## src/design/barcode_check_digit_encoder_defines.svh

```systemverilog
// Assertion macros for the barcode check digit encoder; the back end includes them.
`ifndef BARCODE_CHECK_DIGIT_ENCODER_DEFINES_SVH
`define BARCODE_CHECK_DIGIT_ENCODER_DEFINES_SVH

// Same-cycle implication, checked outside reset.
`define BCDE_ASSERT_NOW(lbl, ante, cons, msg) \
  lbl: assert property (@(posedge clk) disable iff (!rst_n) (ante) |-> (cons)) else $error(msg);

// Next-cycle implication, checked outside reset.
`define BCDE_ASSERT_NEXT(lbl, ante, cons, msg) \
  lbl: assert property (@(posedge clk) disable iff (!rst_n) (ante) |=> (cons)) else $error(msg);

`endif

```

## src/design/bcde_pkg.sv

```systemverilog
// Package with types, constants and pattern lookup for the barcode check digit encoder.
package bcde_pkg;

  localparam int CODE_W      = 20;
  localparam int DIGIT_W     = 4;
  localparam int PAT_W       = 14;
  localparam int LEN_W       = 4;
  localparam int NUM_DIGITS  = 6;
  localparam int CNT_W       = 3;
  localparam int SUM_W       = 6;
  localparam int PROD_W      = 40;
  localparam int QUO_W       = 17;
  localparam int RECIP_SHIFT = 23;
  localparam int QUEUE_DEPTH = 2;

  localparam logic [CODE_W-1:0]  MAX_CODE  = 20'd999999;
  localparam logic [CODE_W-1:0]  RECIP_10  = 20'd838861;
  localparam logic [7:0]         START_PAT = 8'hDA;
  localparam logic [7:0]         STOP_PAT  = 8'hD6;
  localparam logic [LEN_W-1:0]   EDGE_LEN  = 4'd8;
  localparam logic [LEN_W-1:0]   DIGIT_LEN = 4'd14;
  localparam logic [DIGIT_W-1:0] MAX_DIGIT = 4'd9;

  localparam logic [CNT_W-1:0] SYM_START = 3'd0;
  localparam logic [CNT_W-1:0] LAST_DIGIT_STEP = 3'd5;
  localparam logic [CNT_W-1:0] DIGITS_DONE = 3'd6;

  localparam logic [3:0] SYM_IDX_START = 4'd0;
  localparam logic [3:0] SYM_IDX_CHECK = 4'd7;
  localparam logic [3:0] SYM_IDX_STOP  = 4'd8;

  typedef logic [NUM_DIGITS-1:0][DIGIT_W-1:0] digits_t;

  typedef struct packed {
    digits_t              digits;
    logic [DIGIT_W-1:0]   check;
  } rec_t;

  function automatic logic [PAT_W-1:0] digit_pattern(input logic [DIGIT_W-1:0] d);
    logic [PAT_W-1:0] p;
    unique case (d)
      4'd0:    p = 14'h2BBA;
      4'd1:    p = 14'h3AAE;
      4'd2:    p = 14'h2EAE;
      4'd3:    p = 14'h3BAA;
      4'd4:    p = 14'h2BAE;
      4'd5:    p = 14'h3AEA;
      4'd6:    p = 14'h2EEA;
      4'd7:    p = 14'h2AEE;
      4'd8:    p = 14'h3ABA;
      4'd9:    p = 14'h2EBA;
      default: p = '0;
    endcase
    return p;
  endfunction

endpackage

```

## src/design/bcde_queue.sv

```systemverilog
// Small queue of digit records between the front end and the symbol sequencer.
module bcde_queue #(
  parameter int DEPTH = bcde_pkg::QUEUE_DEPTH
) (
  input  logic            clk,
  input  logic            rst_n,
  input  logic            push,
  input  bcde_pkg::rec_t  push_rec,
  input  logic            pop,
  output bcde_pkg::rec_t  head_rec,
  output logic            full,
  output logic            empty
);
  import bcde_pkg::*;

  localparam int PTR_W   = (DEPTH > 1) ? $clog2(DEPTH) : 1;
  localparam int COUNT_W = $clog2(DEPTH + 1);

  rec_t               mem_r [DEPTH];
  logic [PTR_W-1:0]   wr_ptr_r, wr_ptr_nxt;
  logic [PTR_W-1:0]   rd_ptr_r, rd_ptr_nxt;
  logic [COUNT_W-1:0] count_r, count_nxt;
  logic               do_push;
  logic               do_pop;

  assign full     = (count_r == COUNT_W'(DEPTH));
  assign empty    = (count_r == '0);
  assign do_push  = push && !full;
  assign do_pop   = pop && !empty;
  assign head_rec = mem_r[rd_ptr_r];

  always_comb begin
    wr_ptr_nxt = wr_ptr_r;
    rd_ptr_nxt = rd_ptr_r;
    count_nxt  = count_r;
    if (do_push) begin
      wr_ptr_nxt = (wr_ptr_r == PTR_W'(DEPTH - 1)) ? '0 : wr_ptr_r + PTR_W'(1);
    end
    if (do_pop) begin
      rd_ptr_nxt = (rd_ptr_r == PTR_W'(DEPTH - 1)) ? '0 : rd_ptr_r + PTR_W'(1);
    end
    if (do_push && !do_pop) begin
      count_nxt = count_r + COUNT_W'(1);
    end else if (do_pop && !do_push) begin
      count_nxt = count_r - COUNT_W'(1);
    end
  end

  always_ff @(posedge clk) begin
    if (!rst_n) begin
      wr_ptr_r <= '0;
      rd_ptr_r <= '0;
      count_r  <= '0;
    end else begin
      wr_ptr_r <= wr_ptr_nxt;
      rd_ptr_r <= rd_ptr_nxt;
      count_r  <= count_nxt;
    end
  end

  always_ff @(posedge clk) begin
    if (do_push) begin
      mem_r[wr_ptr_r] <= push_rec;
    end
  end

endmodule

```

## config.mk

```make
export PLATFORM = sky130hd
export DESIGN_NAME = bcde_queue
export DESIGN_NICKNAME = d
export VERILOG_FILES = /design/src/design/barcode_check_digit_encoder_defines.svh /design/src/design/bcde_pkg.sv /design/src/design/bcde_queue.sv
export SDC_FILE = /design/constraint.sdc
export NUM_CORES = 1
export LEC_CHECK = 0
export CORE_ASPECT_RATIO = 1.2
export CORE_MARGIN = 2
export CORE_UTILIZATION = 56
export DETAILED_ROUTE_END_ITERATION = 8
export DONT_BUFFER_PORTS = 1
export GPL_TIMING_DRIVEN = 0
export PLACE_DENSITY = 0.8
export SETUP_SLACK_MARGIN = 0.02
export SLEW_MARGIN = 20
export SYNTH_ARGS = -nofsm -noshare
export SYNTH_HDL_FRONTEND = slang
export SYNTH_SLANG_ARGS = --single-unit
```

## constraint.sdc

```tcl
create_clock -name clk -period 3.1 [get_ports clk]
set_clock_uncertainty 0.2 [all_clocks]
set_input_delay 0.465 -clock clk [delete_from_list [all_inputs] [get_ports clk]]
set_output_delay 0.465 -clock clk [all_outputs]
set_load 0.01 [all_outputs]
```

==> out/results.ini <==
[critical_path]
worstSetupPathType = reg2out
reg2reg_slack_ns = 1.25
end_kind = output port
slowest_stage = mux2_2
crit_cells = 3
cp_data_required_time_ns = 2.43
startpoint_type = flop
critPathBufInv = 2
cpLargestDelayFamily = buffers and inverters
slowest_delay_ns = 0.39
critPathMaxFanout = 10
critPathCapture = head_rec[15]
path_cells = buf_2 > buf_4 > mux2_2
r2r_cells = 6
cp_data_arrival_time_ns = 1.47
r2r_end = count_r[1]
r2r-start = count_r[0]

[sta]
finalSetupViolCount = 0
tightest_slew_ns = 0.6585
worst_slew_margin_rel = 0.5610
finalCriticalPeriod_ns = 2.135
finalHoldViolCount = 0
max_freq_ghz = 0.4683
whs_ns = 0.03890
rsz0062_at_grt = no
drv_slew = 0
period_share = 0.6888
fin_setup_tns_ns = 0

[global_route]
overflow = 0
antenna_found_initial = 0
grt_max_degree = 29
grt.total_usage = 0.1553
grt_pass1_wl_um = 4712
grt_pass1_vias = 1077

[run_status]
status = finished clean

[cts]
cts_buffers = 9
clkLatencyLatePin_ns = 0.31
cts_tree = done
htree_levels = 3
hold_buffers = 0
post_cts_resized = 0
cts.sinks = 61
cts-root-buf = clkbuf_8
cts.path.max_buffers = 2
clk_pin_slew_worst_paths_ns = 0.06
post_cts_buffers = 0

[layout]
layout-drive-gt1-share = 0.3672
nFillCells = 300
syn_to_final_growth_pct = 12.06
layout.nets = 158
postLayoutCoreUtil = 0.6451
num_antenna_cells = 0

[place]
hpwl_um = 2265
io_buffers = 0
gp_congestion = 0.6474

[floorplanning]
ioPinCount = 62
die_area_um2 = 4545
placementRows = 25
die_w_um = 61.88
fp.dieH_um = 73.45
initial_core_util = 0.5757
coreArea_um2 = 3910

[power_and_ir_drop]
powerDensity_nw_per_um2 = 862.1
p_leak_nw = 0.8440
peakVddDrop_v = 0.0005074

[synthesis]
ys_types = 21
yosys_warnings = 0
syn_inst = 112
synthesis.nets = 145
yosysSeqAreaShare = 0.7916
synth_area_um2 = 2251
synth.avg_cell_area_um2 = 20.10
ys_seq_elements = 61

[routing]
ant_nets = 0
drc_errors = 0
drt-initial-drc-count = 23
drt_first_pass_iters = 4
wire_per_inst_um = 17.79
via_count = 984
routed_wl_um = 3238
routed_via_density = 5.407

[hold_path]
min_from = push_rec[5]
min_path_type = in2reg

[flow_run]
drv_cap = 0

## worst min-delay path by stage
stage | endpoint | depth (start not counted) | slack [ns]
detailed placement | count_r[1] | 2 | 0.32
CTS | mem_r[0][19] | 0 | 0.02
floorplan | count_r[1] | 2 | 0.28
global route | mem_r[1][12] | 0 | 0.01
global placement | count_r[1] | 2 | 0.29
finish | mem_r[0][5] | 0 | 0.04
## cell families (layout without fill, tap and decap cells)
kind of cell / after synthesis / count (layout) / synth area share
AND/OR/NAND/NOR: 9 / 9 / 0.02447
flip-flops: 61 / 61 / 0.7916
adder cells (fa/ha/maj): 1 / 1 / 0.005558
AO/OA/AOI/OAI: 5 / 5 / 0.01445
XOR/XNOR: 3 / 3 / 0.01168
multiplexers: 28 / 28 / 0.1401
buffers and inverters: 5 / 21 / 0.01222
## worst register-to-register path, cell delays in order (launching register included)
cell,delay (ns)
dfxtp_1,0.35
nand2b_1,0.20
inv_2,0.13
nor2_1,0.06
ha_1,0.33
or3_1,0.36
a21boi_1,0.14
## metal layers
layer	GRT usage	vias to the layer above	wire length (µm)
met5	0	-	0
met4	0.1064	0	88
met3	0.06338	9	274
met2	0.2573	42	1733
met1	0.1525	476	1141
li1	-	457	-
## registers in the layout, indices dropped and copies added, names as in the netlist, named ones only
name	flops
wr_ptr_r	1
count_r	2
mem_r	56
rd_ptr_r	1
## power by group
part           leakage, nW  switching, mW  total (mW)  internal (mW)
logic                0.193          0.278       0.490          0.212
registers            0.564         0.0373        1.08           1.04
clock network       0.0867          0.250       0.609          0.358
## metrics by stage
stage | instances | setup WS (ns) | instance area (µm²) | power, mW
2_1_floorplan | 112 | 0.7459 | 2251 | 1.483
3_3_place_gp | 166 | 0.2607 | 2318 | 1.547
3_5_place_dp | 168 | 1.228 | 2352 | 1.593
4_1_cts | 182 | 0.9305 | 2522 | 2.207
5_1_grt | 182 | 0.8717 | 2522 | 2.278
6_report | 182 | 0.9646 | 2522 | 2.175
## synthesized netlist by cell type
cell type | number | area [µm²]
o21ai_0 | 1 | 5.000
o21ai_1 | 1 | 5.000
buf_2 | 1 | 5.000
xor2_1 | 1 | 8.760
xnor2_1 | 2 | 17.52
buf_4 | 2 | 15.01
edfxtp_1 | 56 | 1682
and2_1 | 3 | 18.77
o21a_1 | 1 | 7.510
and3_1 | 1 | 6.260
a21boi_1 | 1 | 7.510
nand2b_1 | 1 | 6.260
mux2_2 | 28 | 315.3
or3_1 | 1 | 6.260
inv_1 | 1 | 3.750
inv_2 | 1 | 3.750
nor2_1 | 2 | 7.510
nor3_2 | 1 | 10.01
a21boi_0 | 1 | 7.510
dfxtp_1 | 5 | 100.1
ha_1 | 1 | 12.51
## cells in the final DEF (no fill, tap or decap)
| master | n |
|---|---|
| a21boi_0 | 1 |
| a21boi_1 | 1 |
| and2_1 | 3 |
| and3_2 | 1 |
| buf_2 | 1 |
| buf_4 | 2 |
| buf_6 | 1 |
| buf_8 | 1 |
| bufinv_16 | 1 |
| clkbuf_1 | 2 |
| clkbuf_8 | 9 |
| clkinv_1 | 1 |
| clkinv_2 | 1 |
| dfxtp_1 | 5 |
| edfxtp_1 | 56 |
| ha_1 | 1 |
| inv_1 | 1 |
| inv_2 | 1 |
| mux2_2 | 28 |
| nand2b_1 | 1 |
| nor2_1 | 2 |
| nor3_4 | 1 |
| o21a_1 | 1 |
| o21ai_0 | 1 |
| o21ai_1 | 1 |
| or3_1 | 1 |
| xnor2_1 | 2 |
| xor2_1 | 1 |
## cell type report
| type | count | area, µm² | area share |
|---|---|---|---|
| Tap cell | 54 | 67.56 | 0.02679 |
| Clock inverter | 3 | 38.79 | 0.01538 |
| Buffer | 3 | 20.02 | 0.007937 |
| Timing Repair Buffer | 2 | 26.28 | 0.01042 |
| Multi-Input combinational cell | 46 | 449.2 | 0.1781 |
| Clock buffer | 11 | 131.4 | 0.05208 |
| Sequential cell | 61 | 1782 | 0.7063 |
| Inverter | 2 | 7.507 | 0.002976 |
No activity file was read; power rests on OpenSTA's default activity.
